===== src/rtl/core/cdad_pkg.sv =====
// shared types, constants and month length function for the date adder
package cdad_pkg;

	localparam int DAY_FW   = 5;
	localparam int MONTH_FW = 4;
	localparam int YEAR_FW  = 14;
	localparam int ADD_FW   = 16;

	// year reduction: 400 shifted by 5 down to 0 covers any 14-bit year
	localparam int RED_STEPS = 6;
	localparam int RED_IDX_W = 3;
	localparam int RED_BASE  = 400;
	localparam int REM_LAST  = 399;
	localparam int CENT_1    = 100;
	localparam int CENT_2    = 200;
	localparam int CENT_3    = 300;

	localparam logic [MONTH_FW-1:0] MON_JAN = 4'd1;
	localparam logic [MONTH_FW-1:0] MON_FEB = 4'd2;
	localparam logic [MONTH_FW-1:0] MON_MAR = 4'd3;
	localparam logic [MONTH_FW-1:0] MON_APR = 4'd4;
	localparam logic [MONTH_FW-1:0] MON_MAY = 4'd5;
	localparam logic [MONTH_FW-1:0] MON_JUN = 4'd6;
	localparam logic [MONTH_FW-1:0] MON_JUL = 4'd7;
	localparam logic [MONTH_FW-1:0] MON_AUG = 4'd8;
	localparam logic [MONTH_FW-1:0] MON_SEP = 4'd9;
	localparam logic [MONTH_FW-1:0] MON_OCT = 4'd10;
	localparam logic [MONTH_FW-1:0] MON_NOV = 4'd11;
	localparam logic [MONTH_FW-1:0] MON_DEC = 4'd12;

	localparam logic [DAY_FW-1:0] LEN_31 = 5'd31;
	localparam logic [DAY_FW-1:0] LEN_30 = 5'd30;
	localparam logic [DAY_FW-1:0] LEN_29 = 5'd29;
	localparam logic [DAY_FW-1:0] LEN_28 = 5'd28;

	typedef struct packed {
		logic [DAY_FW-1:0]   start_day;
		logic [MONTH_FW-1:0] start_month;
		logic [YEAR_FW-1:0]  start_year;
		logic [ADD_FW-1:0]   days_to_add;
	} req_t;

	typedef struct packed {
		logic [DAY_FW-1:0]   result_day;
		logic [MONTH_FW-1:0] result_month;
		logic [YEAR_FW-1:0]  result_year;
		logic                status;
	} rsp_t;

	typedef enum logic [2:0] {
		ST_IDLE,
		ST_REDUCE,
		ST_CHECK,
		ST_STEP,
		ST_FINISH
	} state_t;

	typedef struct packed {
		logic                 load;
		logic                 reduce;
		logic [RED_IDX_W-1:0] red_idx;
		logic                 add;
		logic                 step;
		logic                 out_load;
	} cmd_t;

	typedef struct packed {
		logic invalid;
		logic more;
	} sts_t;

	function automatic logic [DAY_FW-1:0] month_len(input logic [MONTH_FW-1:0] m,
			input logic leap);
		logic [DAY_FW-1:0] len;
		case (m)
			MON_JAN, MON_MAR, MON_MAY, MON_JUL, MON_AUG, MON_OCT, MON_DEC: len = LEN_31;
			MON_APR, MON_JUN, MON_SEP, MON_NOV: len = LEN_30;
			MON_FEB: len = leap ? LEN_29 : LEN_28;
			default: len = '0;
		endcase
		return len;
	endfunction

endpackage


===== src/rtl/core/cdad_ctrl.sv =====
// sequencer for the date adder: reduce, check, month steps, result hand-off
module cdad_ctrl import cdad_pkg::*; (
	input  logic   clk,
	input  logic   arst_n,
	input  logic   req_valid,
	output logic   req_stall,
	output logic   rsp_valid,
	input  logic   rsp_stall,
	input  sts_t   sts,
	output cmd_t   cmd
);

	state_t state_q, state_nxt;
	logic [RED_IDX_W-1:0] red_q;
	logic rsp_valid_q;
	logic out_free;

	assign req_stall = (state_q != ST_IDLE);
	assign rsp_valid = rsp_valid_q;
	assign out_free  = !rsp_valid_q || !rsp_stall;

	// next state
	always_comb begin
		state_nxt = state_q;
		case (state_q)
			ST_IDLE: begin
				if (req_valid) state_nxt = ST_REDUCE;
			end
			ST_REDUCE: begin
				if (red_q == '0) state_nxt = ST_CHECK;
			end
			ST_CHECK: begin
				state_nxt = sts.invalid ? ST_FINISH : ST_STEP;
			end
			ST_STEP: begin
				if (!sts.more) state_nxt = ST_FINISH;
			end
			ST_FINISH: begin
				if (out_free) state_nxt = ST_IDLE;
			end
			default: state_nxt = ST_IDLE;
		endcase
	end

	// outputs
	always_comb begin
		cmd = '0;
		cmd.red_idx = red_q;
		case (state_q)
			ST_IDLE:   cmd.load = req_valid;
			ST_REDUCE: cmd.reduce = 1'b1;
			ST_CHECK:  cmd.add = !sts.invalid;
			ST_STEP:   cmd.step = sts.more;
			ST_FINISH: cmd.out_load = out_free;
			default:   cmd = '0;
		endcase
	end

	always_ff @(posedge clk or negedge arst_n) begin
		if (!arst_n) begin
			state_q     <= ST_IDLE;
			red_q       <= '0;
			rsp_valid_q <= 1'b0;
		end else begin
			state_q <= state_nxt;
			if (cmd.load) begin
				red_q <= RED_IDX_W'(RED_STEPS - 1);
			end else if (cmd.reduce && red_q != '0) begin
				red_q <= red_q - 1'b1;
			end
			if (cmd.out_load) begin
				rsp_valid_q <= 1'b1;
			end else if (!rsp_stall) begin
				rsp_valid_q <= 1'b0;
			end
		end
	end

endmodule


===== src/rtl/core/cdad_dp.sv =====
// datapath for the date adder: date registers, year residue, month stepper
module cdad_dp import cdad_pkg::*; #(
	parameter int ADD_BITS = 16
) (
	input  logic clk,
	input  req_t req,
	input  cmd_t cmd,
	output sts_t sts,
	output rsp_t rsp
);

	localparam int DAY_W    = ADD_BITS + 1;
	localparam int USE_BITS = (ADD_BITS < ADD_FW) ? ADD_BITS : ADD_FW;

	logic [DAY_W-1:0]    day_q;
	logic [USE_BITS-1:0] add_q;
	logic [MONTH_FW-1:0] month_q;
	logic [YEAR_FW-1:0]  year_q;
	logic [YEAR_FW-1:0]  rem_q;
	rsp_t                rsp_q;

	logic [YEAR_FW:0]    sub_val;
	logic                leap;
	logic [DAY_FW-1:0]   len;
	logic [DAY_W-1:0]    len_ext;

	assign sub_val = (YEAR_FW + 1)'(RED_BASE) << cmd.red_idx;

	// year mod 400 gives both the mod 4 and the century tests
	assign leap = (rem_q[1:0] == 2'b00) && (rem_q != YEAR_FW'(CENT_1))
		&& (rem_q != YEAR_FW'(CENT_2)) && (rem_q != YEAR_FW'(CENT_3));
	assign len     = month_len(month_q, leap);
	assign len_ext = DAY_W'(len);

	assign sts.invalid = (month_q < MON_JAN) || (month_q > MON_DEC)
		|| (day_q == '0) || (day_q > len_ext);
	assign sts.more = (day_q > len_ext);

	always_ff @(posedge clk) begin
		if (cmd.load) begin
			day_q   <= DAY_W'(req.start_day);
			add_q   <= req.days_to_add[USE_BITS-1:0];
			month_q <= req.start_month;
			year_q  <= req.start_year;
			rem_q   <= req.start_year;
		end else if (cmd.reduce) begin
			if ({1'b0, rem_q} >= sub_val) rem_q <= rem_q - sub_val[YEAR_FW-1:0];
		end else if (cmd.add) begin
			day_q <= day_q + DAY_W'(add_q);
		end else if (cmd.step) begin
			day_q <= day_q - len_ext;
			if (month_q == MON_DEC) begin
				month_q <= MON_JAN;
				year_q  <= year_q + 1'b1;
				rem_q   <= (rem_q == YEAR_FW'(REM_LAST)) ? '0 : rem_q + 1'b1;
			end else begin
				month_q <= month_q + 1'b1;
			end
		end
		if (cmd.out_load) begin
			if (sts.invalid) begin
				rsp_q.result_day   <= '0;
				rsp_q.result_month <= '0;
				rsp_q.result_year  <= '0;
				rsp_q.status       <= 1'b1;
			end else begin
				rsp_q.result_day   <= day_q[DAY_FW-1:0];
				rsp_q.result_month <= month_q;
				rsp_q.result_year  <= year_q;
				rsp_q.status       <= 1'b0;
			end
		end
	end

	assign rsp = rsp_q;

endmodule


===== src/rtl/core/calendar_date_add_days_top.sv =====
// top level of the gregorian date adder
// the result follows the year reduction, the date check and N month steps, N = months advanced
// (N at most about 2154 with ADD_BITS = 16), as the step loop advances one month per cycle;
// an invalid start date skips the loop and goes straight to the result hand-off
// one transaction at a time: a new request is taken only once the last result is loaded for output
// reset: arst_n clears the sequencer and the result valid flag, date registers hold no reset
module calendar_date_add_days_top import cdad_pkg::*; #(
	parameter int ADD_BITS = 16
) (
	input  logic clk,
	input  logic arst_n,
	// request channel: start date and day count
	input  logic req_valid,
	output logic req_stall,
	input  req_t req,
	// response channel: result date and status
	output logic rsp_valid,
	input  logic rsp_stall,
	output rsp_t rsp
);

	// command and status between sequencer and datapath
	cmd_t cmd;
	sts_t sts;

	// sequencer: year reduction count, check, month loop, output hand-off
	cdad_ctrl u_ctrl (
		.clk       (clk),
		.arst_n    (arst_n),
		.req_valid (req_valid),
		.req_stall (req_stall),
		.rsp_valid (rsp_valid),
		.rsp_stall (rsp_stall),
		.sts       (sts),
		.cmd       (cmd)
	);

	// datapath: holds the date, year mod 400 and the registered result
	cdad_dp #(
		.ADD_BITS (ADD_BITS)
	) u_dp (
		.clk (clk),
		.req (req),
		.cmd (cmd),
		.sts (sts),
		.rsp (rsp)
	);

endmodule

===== config.mk =====
export PLATFORM = sky130hd
export DESIGN_NAME = calendar_date_add_days_top
export DESIGN_NICKNAME = d
export VERILOG_FILES = /design/src/rtl/core/cdad_pkg.sv /design/src/rtl/core/cdad_ctrl.sv /design/src/rtl/core/cdad_dp.sv /design/src/rtl/core/calendar_date_add_days_top.sv
export SDC_FILE = /design/constraint.sdc
export NUM_CORES = 1
export LEC_CHECK = 0
export ABC_AREA = 1
export BUFFER_PORTS_ARGS = -buffer_cell sky130_fd_sc_hd__buf_2
export CAP_MARGIN = 20
export CORE_ASPECT_RATIO = 1.2
export CORE_MARGIN = 3
export CORE_UTILIZATION = 65
export CTS_BUF_LIST = sky130_fd_sc_hd__clkbuf_4
export DETAILED_ROUTE_END_ITERATION = 6
export GPL_ROUTABILITY_DRIVEN = 1
export PLACE_DENSITY = 0.87
export SYNTH_ARGS = -nofsm -noshare
export SYNTH_HDL_FRONTEND = slang
export SYNTH_SLANG_ARGS = --single-unit

===== constraint.sdc =====
create_clock -name clk -period 9.65 [get_ports clk]
set_input_delay 0.4825 -clock clk [delete_from_list [all_inputs] [get_ports clk]]
set_output_delay 0.4825 -clock clk [all_outputs]
set_load 0.1 [all_outputs]

==> flow_summary_export.csv <==
group,metric,value,unit
run_status,status,"complete, no violations",
worst_setup_path,critPathSlowestCell,"dfrtp_1",
synth,synth-edff-count,77,
drt,detailroute.via_count,6125,
drt,first_pass_iters,7,
floorplanning,coreArea,9760,um^2
clock_tree,post_cts_resize_count,0,
clock_tree,clock_net_sink_count,96,
worst_setup_path,critical-path-top-cell-by-count,"nor2_1",
timing,final.setup.tns,0,ns
grt,first_global_vias,5999,
layout,area.growth.synth_to_final,9.76,%
worst_setup_path,timing_worst_setup_path_type,"reg2reg",
drt,antenna_left,0,
timing,worst_slew_margin_rel,35.4,%
synth,synth_top_cells_by_count,"nand2_1 (196), inv_1 (117), nor2_1 (113)",
drt,routed_via_density,5.82,
timing,finalHoldViolCount,0,
worst_setup_path,max_stage_delay,0.42,ns
timing,fin_skew,0.0267,ns
clock_tree,cts.clk_slew.worst_paths,0.15,ns
layout,final_cell_count_no_fill,1052,
worst_hold_path,hold_class,"in2reg",
floorplanning,fp.dieW,98.3,um
grt,grt_start_max_net_pins,36,
synth,netlist-cell-type-count,45,
synth,synthMostInstantiatedCell,"nand2_1",
worst_setup_path,worst_setup_path_start_kind,"register",
layout,antenna_fix_cells,0,
floorplanning,initial_utilization,68.1,%
timing,number_of_setup_violations_in_the_final_report,0,
placement,preCtsSetupSlack,5.37,ns
worst_setup_path,cp_data_required_time,9.84,ns
synth,synth_warnings,0,
synth,synth_ff_type,"edfxtp_1",
clock_tree,clock_path_buffers,2,
worst_setup_path,cp.buffers_inverters,3,
floorplanning,ios,69,
timing,tightest_slew,0.962,ns
timing,final_period_minus_worst_setup_slack,4.05,ns
clock_tree,ctsHtreeMaxLevel,3,
drt,drt_iter0_markers,618,
worst_setup_path,list_of_cells_traversed_by_the_critical_path,"nor2_1 -> nor2_1 -> nor2_1 -> inv_1 -> ha_1 -> or2_2 -> ha_1 -> nand2_1 -> o21ai_0 -> nand2_1 -> o2111ai_1 -> nand2_1 -> inv_1 -> o221ai_1 -> o21ai_0 -> o21ai_0 -> nor2_1 -> buf_4",
synth,area_fraction_of_the_dominant_cell_type_after_synthesis,34.8,%
floorplanning,design.die.area,11500,um^2
synth,async_set_reset_flop_share_out_of_synthesis,7.29,%
layout,register_area,2730,um^2
worst_setup_path,critical_path.top_delay_family,"simple AND/OR/NAND/NOR gates",
synth,syn_area,6640,um^2
drt,route.detailed.wl_per_inst,16.2,um
drt,drt_wl_total,17000,um
clock_tree,hold_buffers,1,
grt,global_route.usage.total,30.3,%
timing,finalMaxSlewViolations,0,
placement,routabilityCongestion,0.976,
layout,fin_nets,1010,
timing,fmax,247,MHz
synth,synth_top_cell_by_area,"edfxtp_1",
timing,period_share,42.0,%
worst_setup_path,data_arrival_critical_path,4.24,ns
synth,area_contributors_post_synth,"edfxtp_1 (35%), nand2_1 (11%), ha_1 (7.7%), inv_1 (6.6%), nor2_1 (6.4%)",
synth,synthesis.area_per_instance,7.79,um^2
placement,place.detailed.instances,1034,
synth,postSynthCellCount,853,
worst_setup_path,path_max_fanout,9,
clock_tree,clock_tree_from_tritoncts,"yes",
clock_tree,cts-buffers-inserted,9,
worst_setup_path,timing.critical_path.to_type,"register",
grt,grt_overflow_total,0,
synth,seq_area_frac_synth,41.1,%
flow_run,number_of_maximum_capacitance_violations,0,
clock_tree,clk_root_buffer_cell,"clkbuf_4",
placement,detailed_place_hpwl,13100,um
clock_tree,insertion_delay,0.47,ns
placement,place.port_buffers,68,
clock_tree,post-cts-setup-buffers,0,
layout,fill_cells,760,
synth,synth_fp_nets,939,
layout,post_route_cells_drive_above_1_share,13.6,%
synth,count_of_state_elements_after_synthesis,96,
drt,drc_errors,0,
timing,rsz0062_at_grt,"no",
timing,post-route-worst-setup-slack,5.60,ns
grt,grt_first_pass_wirelength,27600,um
layout,multiInputGateArea,3360,um^2
grt,grt_antenna_before_repair,0,
floorplanning,die_height,117,um
floorplanning,std_cell_rows,39,
cell type report:
type	instances	share of cell area [%]
well taps	123	2.11
clock buffers	9	0.927
inverters	124	6.38
multi-input cells	618	46.1
clock inverters	7	1.61
repair buffers	75	5.42
flip-flops and latches	96	37.4
cells by family (layout without fill, tap and decap cells):
group	Yosys count	in the layout	synth area share, %
xor+xnor	29	29	3.82
buf+inv	139	215	8.34
fa+ha+maj	43	43	8.33
compound gates	125	125	10.7
flops	96	96	41.1
simple gates	421	421	27.8
placed cells by master, fill, tap and decap left out, types with 18 or more instances in the layout:
cell type | synthesis | routed
nand2_1 | 196 | 196
inv_1 | 117 | 117
nor2_1 | 113 | 112
edfxtp_1 | 77 | 77
buf_2 | 2 | 68
nand3_1 | 51 | 51
o21ai_0 | 44 | 44
ha_1 | 41 | 41
a21oi_1 | 35 | 35
xor2_1 | 24 | 24
nor3_1 | 18 | 18
worst reg2reg max path: stages, from the launching register on:
cell and delay [ns]:
dfrtp_1 0.42, nor2_1 0.27, nor2_1 0.12, nor2_1 0.24, inv_1 0.11, ha_1 0.32, or2_2 0.31, ha_1 0.33
nand2_1 0.09, o21ai_0 0.21, nand2_1 0.08, o2111ai_1 0.09, nand2_1 0.07, inv_1 0.07, o221ai_1 0.12, o21ai_0 0.09
o21ai_0 0.14, nor2_1 0.42, buf_4 0.28
flip-flops by register name (all words and copies together) (netlist names):
name,flops
u_dp.month_q,4
u_ctrl.rsp_valid,1
u_dp.add_q,16
u_ctrl.state_q,3
u_dp.rem_q,14
u_dp.rsp,24
u_ctrl.red_q,3
u_dp.year_q,14
u_dp.day_q,17
routing by layer:
metal | vias up | share of wire [%] | GRT usage, % | wire (um)
met5 | - | 0 | 0 | 0
met3 | 54 | 8.2 | 5.32 | 1390
li1 | 2962 | - | - | -
met4 | 0 | 3.5 | 14.2 | 603
met1 | 2792 | 38 | 35.4 | 6480
met2 | 317 | 50 | 54.4 | 8520
final timing paths:
kind | startpoint | depth (start not counted) | slack (ns) | end
max reg2reg | u_ctrl.state_q[0]$_DFFE_PN0P_ | 18 | 5.60 | u_dp.year_q[12]$_DFFE_PP_
min in group asynchronous | arst_n | 2 | 0.36 | u_ctrl.state_q[0]$_DFFE_PN0P_
max in group asynchronous | arst_n | 2 | 9.13 | u_ctrl.state_q[2]$_DFFE_PN0P_
max | u_ctrl.state_q[0]$_DFFE_PN0P_ | 18 | 5.60 | u_dp.year_q[12]$_DFFE_PP_
min | req[12] | 1 | 0.18 | u_dp.add_q[12]$_DFFE_PP_
min reg2reg | u_ctrl.rsp_valid$_DFFE_PN0P_ | 2 | 0.51 | u_ctrl.rsp_valid$_DFFE_PN0P_
metrics by stage:
step | cell area [um^2] | hold slack [ns] | utilization, %
after floorplan | 6640 | 0.187 | -
after global placement | 7090 | 0.311 | 72.6
after detailed placement | 7090 | 0.317 | 72.6
after CTS | 7280 | 0.168 | 74.6
after global routing | 7290 | 0.151 | 74.7
final | 7290 | 0.178 | 74.7
Power is left out: the tool's default activity adds up to more than one toggle a clock period on the data nets, which glitch-free logic cannot reach.
